--- src/rtl/vector_reduction_dot_asum_norm_defines.svh ---
// Assertion macros for the vector reduction block.
`ifndef VECTOR_REDUCTION_DOT_ASUM_NORM_DEFINES_SVH
`define VECTOR_REDUCTION_DOT_ASUM_NORM_DEFINES_SVH

`ifndef SYNTHESIS
`define VRD_ASSERT_IMP(lbl, ante, cons) \
  lbl: assert property (@(posedge clk) disable iff (!rst_n) (ante) |-> (cons)) \
    else $error("vrd check failed");
`define VRD_ASSERT_NXT(lbl, ante, cons) \
  lbl: assert property (@(posedge clk) disable iff (!rst_n) (ante) |=> (cons)) \
    else $error("vrd check failed");
`else
`define VRD_ASSERT_IMP(lbl, ante, cons)
`define VRD_ASSERT_NXT(lbl, ante, cons)
`endif

`endif

--- src/rtl/vrd_pkg.sv ---
// Shared types and constants of the vector reduction block.
package vrd_pkg;

  localparam int SAMPLE_W   = 16;
  localparam int ACC_W      = 48;
  localparam int BIAS_W     = 48;
  localparam int NORM_W     = 24;
  localparam int MODE_W     = 2;
  localparam int CFG_IDX_W  = 2;
  localparam int CFG_DATA_W = (BIAS_W > MODE_W) ? BIAS_W : MODE_W;
  localparam int PROD_W     = 2 * SAMPLE_W;
  localparam int TERM_W     = PROD_W + 1;
  localparam int SUM_BASE_W = (ACC_W > TERM_W) ? ACC_W : TERM_W;
  localparam int SUM_W      = ((SUM_BASE_W > BIAS_W) ? SUM_BASE_W : BIAS_W) + 1;
  localparam int ROOT_W     = (ACC_W + 1) / 2;
  localparam int CMP_W      = (ROOT_W > NORM_W) ? ROOT_W : NORM_W;
  localparam int CNT_W      = $clog2(ROOT_W);

  localparam logic [CFG_IDX_W-1:0] REG_MODE = CFG_IDX_W'(0);
  localparam logic [CFG_IDX_W-1:0] REG_BIAS = CFG_IDX_W'(1);

  typedef enum logic [MODE_W-1:0] {
    MODE_ASUM = 2'd0,
    MODE_DOTU = 2'd1,
    MODE_DOTC = 2'd2,
    MODE_NRM2 = 2'd3
  } mode_t;

  typedef enum logic [2:0] {
    ST_IDLE,
    ST_MUL,
    ST_ACC,
    ST_FIN,
    ST_SQRT,
    ST_OUT
  } st_t;

  typedef struct packed {
    logic capture;
    logic mul;
    logic acc;
    logic fin;
    logic sqrt_step;
    logic out_load;
  } cmd_t;

  typedef struct packed {
    logic last;
    logic norm;
  } sts_t;

endpackage

--- src/rtl/vrd_ctrl.sv ---
// Controller state machine of the vector reduction block.
module vrd_ctrl (
  input  logic          clk,
  input  logic          rst_n,
  input  logic          in_valid,
  input  logic          out_ready,
  input  vrd_pkg::sts_t sts,
  output logic          in_ready,
  output logic          out_valid,
  output vrd_pkg::cmd_t cmd,
  output vrd_pkg::st_t  state
);
  import vrd_pkg::*;

  st_t              state_r, state_nxt;
  logic [CNT_W-1:0] cnt_r, cnt_nxt;
  logic             out_valid_r, out_valid_nxt;

  always_ff @(posedge clk) begin
    if (!rst_n) begin
      state_r     <= ST_IDLE;
      cnt_r       <= '0;
      out_valid_r <= 1'b0;
    end else begin
      state_r     <= state_nxt;
      cnt_r       <= cnt_nxt;
      out_valid_r <= out_valid_nxt;
    end
  end

  always_comb begin
    state_nxt = state_r;
    cnt_nxt   = cnt_r;
    cmd       = '0;
    in_ready  = 1'b0;
    case (state_r)
      ST_IDLE: begin
        in_ready = 1'b1;
        if (in_valid) begin
          cmd.capture = 1'b1;
          state_nxt   = ST_MUL;
        end
      end
      ST_MUL: begin
        cmd.mul   = 1'b1;
        state_nxt = ST_ACC;
      end
      ST_ACC: begin
        cmd.acc   = 1'b1;
        state_nxt = sts.last ? ST_FIN : ST_IDLE;
      end
      ST_FIN: begin
        cmd.fin   = 1'b1;
        cnt_nxt   = CNT_W'(ROOT_W - 1);
        state_nxt = sts.norm ? ST_SQRT : ST_OUT;
      end
      ST_SQRT: begin
        cmd.sqrt_step = 1'b1;
        if (cnt_r == '0) begin
          state_nxt = ST_OUT;
        end else begin
          cnt_nxt = cnt_r - 1'b1;
        end
      end
      ST_OUT: begin
        if (!out_valid_r || out_ready) begin
          cmd.out_load = 1'b1;
          state_nxt    = ST_IDLE;
        end
      end
      default: begin
        state_nxt = ST_IDLE;
      end
    endcase
    out_valid_nxt = cmd.out_load | (out_valid_r & ~out_ready);
  end

  assign out_valid = out_valid_r;
  assign state     = state_r;

endmodule

--- src/rtl/vrd_dp.sv ---
// Datapath of the vector reduction block: registers, products, accumulators, root.
module vrd_dp (
  input  logic                                  clk,
  input  logic                                  rst_n,
  input  vrd_pkg::cmd_t                         cmd,
  output vrd_pkg::sts_t                         sts,
  input  logic                                  cfg_we,
  input  logic        [vrd_pkg::CFG_IDX_W-1:0]  cfg_index,
  input  logic        [vrd_pkg::CFG_DATA_W-1:0] cfg_data,
  input  logic signed [vrd_pkg::SAMPLE_W-1:0]   x_re,
  input  logic signed [vrd_pkg::SAMPLE_W-1:0]   x_im,
  input  logic signed [vrd_pkg::SAMPLE_W-1:0]   y_re,
  input  logic signed [vrd_pkg::SAMPLE_W-1:0]   y_im,
  input  logic                                  last,
  output logic signed [vrd_pkg::ACC_W-1:0]      sum_re,
  output logic signed [vrd_pkg::ACC_W-1:0]      sum_im,
  output logic        [vrd_pkg::NORM_W-1:0]     norm,
  output logic                                  overflow
);
  import vrd_pkg::*;

  localparam logic signed [ACC_W-1:0] ACC_HI = {1'b0, {(ACC_W-1){1'b1}}};
  localparam logic signed [ACC_W-1:0] ACC_LO = {1'b1, {(ACC_W-1){1'b0}}};
  localparam logic [NORM_W-1:0]       NORM_MAX = '1;

  typedef struct packed {
    logic signed [ACC_W-1:0] val;
    logic                    sat;
  } sat_t;

  function automatic sat_t sat_clamp(input logic signed [SUM_W-1:0] s);
    sat_t r;
    logic [SUM_W-ACC_W:0] top;
    top = s[SUM_W-1:ACC_W-1];
    r.sat = !((&top) || !(|top));
    if (r.sat) begin
      r.val = s[SUM_W-1] ? ACC_LO : ACC_HI;
    end else begin
      r.val = s[ACC_W-1:0];
    end
    return r;
  endfunction

  mode_t                    mode_r;
  logic signed [BIAS_W-1:0] bias_r;

  logic signed [SAMPLE_W-1:0] xr_r, xi_r, yr_r, yi_r;
  logic                       last_r;
  logic signed [PROD_W-1:0]   p0_r, p1_r, p2_r, p3_r;
  logic signed [TERM_W-1:0]   abs_r;

  logic signed [ACC_W-1:0] acc_re_r, acc_im_r;
  logic                    sat_r;

  logic signed [ACC_W-1:0] res_re_r, res_im_r;
  logic                    res_ovf_r;

  logic [2*ROOT_W-1:0] rad_r;
  logic [ROOT_W+1:0]   rem_r;
  logic [ROOT_W-1:0]   root_r;

  logic signed [ACC_W-1:0]  out_re_r, out_im_r;
  logic [NORM_W-1:0]        out_norm_r;
  logic                     out_ovf_r;

  logic signed [SAMPLE_W-1:0] mb0, mb1;
  logic signed [TERM_W-1:0]   ax_r, ax_i;
  logic signed [TERM_W-1:0]   term_re, term_im;
  logic                       upd_im;
  sat_t                       add_re, add_im, add_bias;
  logic                       is_dot;
  logic [ROOT_W+1:0]          rem_sh, trial;
  logic [NORM_W-1:0]          norm_val;

  always_ff @(posedge clk) begin
    if (!rst_n) begin
      mode_r <= MODE_ASUM;
      bias_r <= '0;
    end else if (cfg_we) begin
      case (cfg_index)
        REG_MODE: mode_r <= mode_t'(cfg_data[MODE_W-1:0]);
        REG_BIAS: bias_r <= cfg_data[BIAS_W-1:0];
        default: ;
      endcase
    end
  end

  assign is_dot   = (mode_r == MODE_DOTU) || (mode_r == MODE_DOTC);
  assign sts.last = last_r;
  assign sts.norm = (mode_r == MODE_NRM2);

  always_comb begin
    mb0  = (mode_r == MODE_NRM2) ? xr_r : yr_r;
    mb1  = (mode_r == MODE_NRM2) ? xi_r : yi_r;
    ax_r = (xr_r < 0) ? -TERM_W'(xr_r) : TERM_W'(xr_r);
    ax_i = (xi_r < 0) ? -TERM_W'(xi_r) : TERM_W'(xi_r);
  end

  always_comb begin
    upd_im = 1'b0;
    term_im = '0;
    case (mode_r)
      MODE_ASUM: term_re = abs_r;
      MODE_DOTU: begin
        term_re = TERM_W'(p0_r) - TERM_W'(p1_r);
        term_im = TERM_W'(p2_r) + TERM_W'(p3_r);
        upd_im  = 1'b1;
      end
      MODE_DOTC: begin
        term_re = TERM_W'(p0_r) + TERM_W'(p1_r);
        term_im = TERM_W'(p2_r) - TERM_W'(p3_r);
        upd_im  = 1'b1;
      end
      MODE_NRM2: term_re = TERM_W'(p0_r) + TERM_W'(p1_r);
      default:   term_re = '0;
    endcase
    add_re   = sat_clamp(SUM_W'(acc_re_r) + SUM_W'(term_re));
    add_im   = sat_clamp(SUM_W'(acc_im_r) + SUM_W'(term_im));
    add_bias = sat_clamp(SUM_W'(acc_re_r) + SUM_W'(bias_r));
  end

  always_comb begin
    rem_sh = {rem_r[ROOT_W-1:0], rad_r[2*ROOT_W-1 -: 2]};
    trial  = {root_r, 2'b01};
    if (CMP_W'(root_r) > CMP_W'(NORM_MAX)) begin
      norm_val = NORM_MAX;
    end else begin
      norm_val = NORM_W'(root_r);
    end
  end

  always_ff @(posedge clk) begin
    if (cmd.capture) begin
      xr_r   <= x_re;
      xi_r   <= x_im;
      yr_r   <= y_re;
      yi_r   <= y_im;
      last_r <= last;
    end
    if (cmd.mul) begin
      p0_r  <= xr_r * mb0;
      p1_r  <= xi_r * mb1;
      p2_r  <= xr_r * yi_r;
      p3_r  <= yr_r * xi_r;
      abs_r <= ax_r + ax_i;
    end
    if (cmd.fin) begin
      res_re_r  <= is_dot ? add_bias.val : acc_re_r;
      res_im_r  <= is_dot ? acc_im_r : '0;
      res_ovf_r <= sat_r | (is_dot & add_bias.sat);
      rad_r     <= (sts.norm && acc_re_r > 0) ? (2*ROOT_W)'(unsigned'(acc_re_r)) : '0;
      rem_r     <= '0;
      root_r    <= '0;
    end else if (cmd.sqrt_step) begin
      rad_r <= rad_r << 2;
      if (rem_sh >= trial) begin
        rem_r  <= rem_sh - trial;
        root_r <= {root_r[ROOT_W-2:0], 1'b1};
      end else begin
        rem_r  <= rem_sh;
        root_r <= {root_r[ROOT_W-2:0], 1'b0};
      end
    end
    if (cmd.out_load) begin
      out_re_r   <= res_re_r;
      out_im_r   <= res_im_r;
      out_norm_r <= norm_val;
      out_ovf_r  <= res_ovf_r;
    end
  end

  always_ff @(posedge clk) begin
    if (!rst_n) begin
      acc_re_r <= '0;
      acc_im_r <= '0;
      sat_r    <= 1'b0;
    end else if (cmd.fin) begin
      acc_re_r <= '0;
      acc_im_r <= '0;
      sat_r    <= 1'b0;
    end else if (cmd.acc) begin
      acc_re_r <= add_re.val;
      if (upd_im) begin
        acc_im_r <= add_im.val;
      end
      sat_r <= sat_r | add_re.sat | (upd_im & add_im.sat);
    end
  end

  assign sum_re   = out_re_r;
  assign sum_im   = out_im_r;
  assign norm     = out_norm_r;
  assign overflow = out_ovf_r;

endmodule

--- src/rtl/vector_reduction_dot_asum_norm.sv ---
// Vector reduction top level (absolute sum, unconjugated and conjugated dot, two-norm)
// over a stream of complex Q1.15 element pairs; one result per vector, on the item with
// last set. Each item is captured in the idle state and then passes through the multiply
// and accumulate states; no new item is taken until the block is back in idle. An item
// with last set adds a finishing state (bias add in the dot modes, result capture,
// accumulator clear), in norm mode the bit-serial square root (one root bit per
// cycle), then an output state that loads the output register; that register
// lets the next vector start while the result waits. Configuration writes are taken
// in every cycle and must only be issued while the block is idle.
`include "vector_reduction_dot_asum_norm_defines.svh"

module vector_reduction_dot_asum_norm (
  input  logic                                  clk,
  input  logic                                  rst_n,
  input  logic                                  cfg_valid,
  output logic                                  cfg_ready,
  input  logic        [vrd_pkg::CFG_IDX_W-1:0]  cfg_index,
  input  logic        [vrd_pkg::CFG_DATA_W-1:0] cfg_data,
  input  logic                                  in_valid,
  output logic                                  in_ready,
  input  logic signed [vrd_pkg::SAMPLE_W-1:0]   in_x_re,
  input  logic signed [vrd_pkg::SAMPLE_W-1:0]   in_x_im,
  input  logic signed [vrd_pkg::SAMPLE_W-1:0]   in_y_re,
  input  logic signed [vrd_pkg::SAMPLE_W-1:0]   in_y_im,
  input  logic                                  in_last,
  output logic                                  out_valid,
  input  logic                                  out_ready,
  output logic signed [vrd_pkg::ACC_W-1:0]      out_sum_re,
  output logic signed [vrd_pkg::ACC_W-1:0]      out_sum_im,
  output logic        [vrd_pkg::NORM_W-1:0]     out_norm,
  output logic                                  out_overflow
);
  import vrd_pkg::*;

  cmd_t cmd;
  sts_t sts;
  st_t  state;

  assign cfg_ready = 1'b1;

  vrd_ctrl u_ctrl (
    .clk       (clk),
    .rst_n     (rst_n),
    .in_valid  (in_valid),
    .out_ready (out_ready),
    .sts       (sts),
    .in_ready  (in_ready),
    .out_valid (out_valid),
    .cmd       (cmd),
    .state     (state)
  );

  vrd_dp u_dp (
    .clk       (clk),
    .rst_n     (rst_n),
    .cmd       (cmd),
    .sts       (sts),
    .cfg_we    (cfg_valid & cfg_ready),
    .cfg_index (cfg_index),
    .cfg_data  (cfg_data),
    .x_re      (in_x_re),
    .x_im      (in_x_im),
    .y_re      (in_y_re),
    .y_im      (in_y_im),
    .last      (in_last),
    .sum_re    (out_sum_re),
    .sum_im    (out_sum_im),
    .norm      (out_norm),
    .overflow  (out_overflow)
  );

  `VRD_ASSERT_NXT(a_one_request_in_flight, in_valid && in_ready, !in_ready)
  `VRD_ASSERT_IMP(a_result_from_out_state, $rose(out_valid), $past(state == ST_OUT))
  `VRD_ASSERT_NXT(a_root_ends_in_out, state == ST_SQRT, state == ST_SQRT || state == ST_OUT)

endmodule
--- config.mk ---
export PLATFORM = sky130hd
export DESIGN_NAME = vector_reduction_dot_asum_norm
export DESIGN_NICKNAME = d
export VERILOG_FILES = /design/src/rtl/vrd_pkg.sv /design/src/rtl/vrd_ctrl.sv /design/src/rtl/vrd_dp.sv /design/src/rtl/vector_reduction_dot_asum_norm.sv
export VERILOG_INCLUDE_DIRS = /design/src /design/src/rtl
export SDC_FILE = /design/constraint.sdc
export NUM_CORES = 2
export LEC_CHECK = 0
export BUFFER_PORTS_ARGS = -buffer_cell sky130_fd_sc_hd__buf_2
export CAP_MARGIN = 30
export CORE_ASPECT_RATIO = 0.7
export CORE_MARGIN = 2
export CORE_UTILIZATION = 59
export CTS_CLUSTER_DIAMETER = 120
export DETAILED_ROUTE_END_ITERATION = 7
export MAX_ROUTING_LAYER = met4
export PLACE_DENSITY_LB_ADDON = 0.15
export SLEW_MARGIN = 20
export SYNTH_ARGS = -nofsm -noshare
export SYNTH_HDL_FRONTEND = slang
export SYNTH_HIERARCHICAL = 1
export SYNTH_SLANG_ARGS = --single-unit
--- constraint.sdc ---
create_clock -name clk -period 12.5 [get_ports clk]
set_clock_uncertainty 0.1 [all_clocks]
set_input_delay 2.5 -clock clk [delete_from_list [all_inputs] [get_ports clk]]
set_output_delay 2.5 -clock clk [all_outputs]
set_load 0.02 [all_outputs]
* Word level (Yosys, flattened, before mapping)
Index checks and enable logic that the tools add are counted.
Widths: inputs -> output; s select.
** Cells by class
- Shift-type cells :: 0
- Multipliers :: 4
- Bitwise logic cells :: 9
- Reduce and logical (&&, ||, !) cells :: 33
- Magnitude comparators :: 5
- Muxes and demuxes :: 36
- Equal/unequal tests :: 13
- Div/mod/pow operators :: 0
- Add/sub/neg operators :: 12
** Operators by type and width (count)
- $mux 48 :: 10
- $mul 16x16->32 :: 4
- $pmux 33 s3 :: 1
- $add 48x33->49 :: 2
- $add 32x32->33 :: 2
- $mux 33 :: 2
- $neg 16->33 :: 2
- $pmux 33 s2 :: 1
- $sub 32x32->33 :: 2
- $add 48x48->49 :: 1
- $gt 48x1->1 const B :: 1
- $add 33x33->33 :: 1
- $lt 16x1->1 const B :: 2
- $mux 16 :: 2
- $ge 26x26->1 :: 1
- $gt 24x24->1 const B :: 1
- $mux 24 :: 1
- $sub 24x24->24 :: 1
- $pmux 3 s6 :: 1
- $reduce_and 2->1 :: 7
- $mux 1 :: 12
- $reduce_or 2->1 :: 6
- $pmux 5 s2 :: 1
- $mux 3 :: 3
- other kinds (21) :: 45
** Word-level totals
- Input port bits :: 120
- Memories :: 0
- Bits in read-only memories :: 0
- Bits in writable memories :: 0
- Latch bits :: 0
- Register bits after elaboration :: 696

* Longest topological paths before layout
- Word-level depth :: 10
- Depth in mapped cells :: 35

* Cells and area by module
The synthesis kept the hierarchy.
** By module, submodules not included
- vrd_dp :: area an instance 80399.6 µm², times used 1, sequential area each 18677.9 µm², cells each 8558
- vrd_ctrl :: area an instance 551.8 µm², times used 1, sequential area each 180.2 µm², cells each 60
- vector_reduction_dot_asum_norm :: area an instance 11.3 µm², times used 1, sequential area each 0.0 µm², cells each 2

* Worst setup path after synthesis
Ideal clock, no wire load.
- Path type :: reg2reg
- Start point :: reg u_ctrl.state_r[0], in the netlist u_ctrl/state[0]
- End point :: reg u_dp.abs_r[0] (enable)
- Data required time :: 11520 ps
- Setup slack :: 177 ps
- Cell stages (with the launch flop) :: 4
- Arrival :: 11343 ps
- Cell sequence :: dfxtp_1 -> clkbuf_8 -> inv_1 -> nor3_1
** RTL lines
- start: declaration :: RTL line vrd_ctrl.sv:15 : st_t state_r, state_nxt;
- start signal: assignment :: RTL line vrd_ctrl.sv:25 : state_r <= state_nxt;
- end signal: assignment :: RTL line vrd_dp.sv:145 : abs_r <= ax_r + ax_i;
- end: declaration :: RTL line vrd_dp.sv:50 : logic signed [TERM_W-1:0] abs_r;

==> results.ini <==
[final_layout]
drive_gt1_frac=0.0747
regArea_sq_mm=0.0189
fillCellCount=11252
finalNetCount=10427
syn_to_final_growth_pct=6.86
multi_input_area_sq_mm=0.0555

[setup_path]
end_kind=flop
crit_fanout=46
critPathKind=reg2reg
start_kind=flop
crit_required_ns=12.82
arrival_ns=8.87

[synthesis]
synth_largest_area_cell=fa_1
synth_warnings=6
ys.flop_type=edfxtp_1
synth.distinct_cells=100
async_reset_ff_frac=0
synthSimpleGateAreaFrac=0.136
seq_area_frac_synth=0.233
syn_avg_cell_area_sq_um=9.39
yosysTopAreaCellShare=0.261
synth-xor-area-share=0.0489
synthMuxAreaShare=0.0113
synth.area.top_cells=fa_1 (26%), edfxtp_1 (18%), ha_1 (9.3%)
synth_compound_area_frac=0.126
synth_fa_ha_area_frac=0.360
synth_top_family_by_area=adder cells
synthCells=8620
synth-seq-cells=696
synth-edff-count=492
syn-cell-area_sq_mm=0.0810

[timing]
rsz0062_at_grt=false
maxSlewHeadroom=0.316
fin_crit_ns=8.55
setup_violations=0
finalCritPeriodShare=0.684
tightest_slew_ns=1.03
slew_violations=0
max_freq_mhz=117
tns_ns=0
finalHoldViolCount=0

[clocking]
cts_hold_buf=0
cts_sinks=696
clk_pin_slew_ns=0.06
cts_tree=yes
cts_setup_buffers=0
cts_made_buffers=76
cts_root_buf=clkbuf_16
ctsResizeCount=0
htreeDepth=3
clockBufferDepth=3
insertion_delay_ns=0.70

[die]
start_util=0.596
chipWidth_um=447
core_sq_mm=0.136
row_count=113
dieArea_sq_mm=0.140
die_h_um=314
io-pin-count=244

[drt]
wire_per_inst_um=20.2
dr.pass1.iters=6
viasPerCell=5.78
first_iter_violations=5411
ant_nets=0
drc=0
num_vias=60974
wl_um=213000

[place]
port_buffers=242
dpl.hpwl_um=164000
gp_congestion=0.943

[grt]
grt_max_degree=162
grt_pass1_vias=60006
grt-ovfl-total=0
track_usage=0.317
grt_pass1_wl_um=338000
antenna_found_initial=5

[hold_path]
hold_path.class=reg2reg

[run]
drv_cap=0

[outcome]
status=completed

==> cell families (layout without fill, tap and decap cells) <==
kind of cell | after synthesis | after routing
and+or+nand+nor | 2277 | 2277
buffers and inverters | 1774 | 1835
adders and majority gates | 1705 | 1705
AOI/OAI and AO/OA | 1627 | 1627
DFF | 696 | 696
xor gates and xnor gates | 451 | 451
muxes | 88 | 88
other | 2 | 36
==> path summary, 6_finish.rpt <==
kind / startpoint / to / slack (ns) / cells past startpoint
setup reg to reg: u_dp/mode_r[1] / u_dp/p1_r[31] / 3.95 / 27
setup / recovery: u_dp/mode_r[1] / u_dp/p1_r[31] / 3.95 / 27
hold reg to reg: u_dp/res_re_r[37] / u_dp/sum_re[37] / 0.31 / 0
hold / removal: u_dp/res_re_r[37] / u_dp/sum_re[37] / 0.31 / 0
==> layout by cell type (no fill, tap or decap), drive strengths merged, types with 61 or more instances in the layout <==
cell    instances
inv          1355
fa           1054
nand2         925
ha            604
a21oi         503
edfxtp        492
o21ai         429
nor2          359
and2          356
buf           343
xnor2         316
dfxtp         204
a21o          173
nor2b         136
xor2          135
nand2b         99
clkbuf         98
nor3           81
o21a           73
nand3          69
a21boi         61
==> sequential cells by signal, summed over array words and instances (netlist names), 48 cells and up <==
register and flops:
u_dp/acc_im_r 48, u_dp/acc_re_r 48, u_dp/bias_r 48, u_dp/rad_r 48, u_dp/res_im_r 48, u_dp/res_re_r 48
u_dp/sum_im 48, u_dp/sum_re 48
==> area by class of cell <==
| type | count | share of cell area |
|---|---|---|
| Antenna cell | 3 | 0.0000868 |
| Tap cell | 1840 | 0.0266 |
| Inverter | 1349 | 0.0585 |
| Timing Repair Buffer | 345 | 0.0245 |
| Clock inverter | 44 | 0.00641 |
| Multi-Input combinational cell | 6181 | 0.642 |
| Sequential cell | 696 | 0.218 |
| Clock buffer | 97 | 0.0241 |
==> cells in the mapped netlist (all sizes together), types with 204 or more instances <==
master,n
a21oi,503
and2,356
clkbuf,375
dfxtp,204
edfxtp,492
fa,1054
ha,604
inv,1346
nand2,925
nor2,359
o21ai,429
xnor2,316
==> metal layers <==
| layer | up-vias | routed length [um] | GRT usage |
|---|---|---|---|
| met5 | - | 0 | - |
| met4 | 0 | 4700 | 0.0663 |
| met3 | 265 | 21500 | 0.0678 |
| li1 | 28148 | - | - |
| met1 | 30006 | 102000 | 0.488 |
| met2 | 2555 | 85700 | 0.428 |
==> worst max-delay path, cell delays in order (launching register included) <==
cell,delay [ns]
dfxtp_1,0.38
ha_4,0.44
buf_4,0.63
mux2_2,0.49
nand2_1,0.13
fa_1,0.57
inv_1,0.06
fa_1,0.53
inv_1,0.05
fa_1,0.50
inv_1,0.05
fa_1,0.53
inv_1,0.05
fa_1,0.47
inv_1,0.05
fa_1,0.43
ha_1,0.36
a21o_1,0.22
a21oi_1,0.14
o21bai_1,0.09
a21o_1,0.18
a21oi_1,0.18
o311a_1,0.30
o31ai_1,0.16
o41ai_1,0.60
o21ai_0,0.20
a21oi_1,0.22
xnor2_1,0.09
==> per-stage QoR <==
| stage | hold slack [ns] | util | instance area, sq um | instances | setup WS [ns] |
|---|---|---|---|---|---|
| floorplan | 0.300 | - | 81100 | 8651 | 0.177 |
| global placement | 0.302 | 0.616 | 83700 | 10401 | 4.26 |
| detailed placement | 0.305 | 0.617 | 83800 | 10406 | 4.10 |
| CTS | 0.309 | 0.636 | 86400 | 10547 | 4.05 |
| global route | 0.312 | 0.637 | 86500 | 10554 | 3.30 |
| finish | 0.312 | 0.637 | 86500 | 10555 | 3.95 |
Power is not shown: default switching activity piles up to over one toggle a cycle in this logic, so the estimate is an artifact.
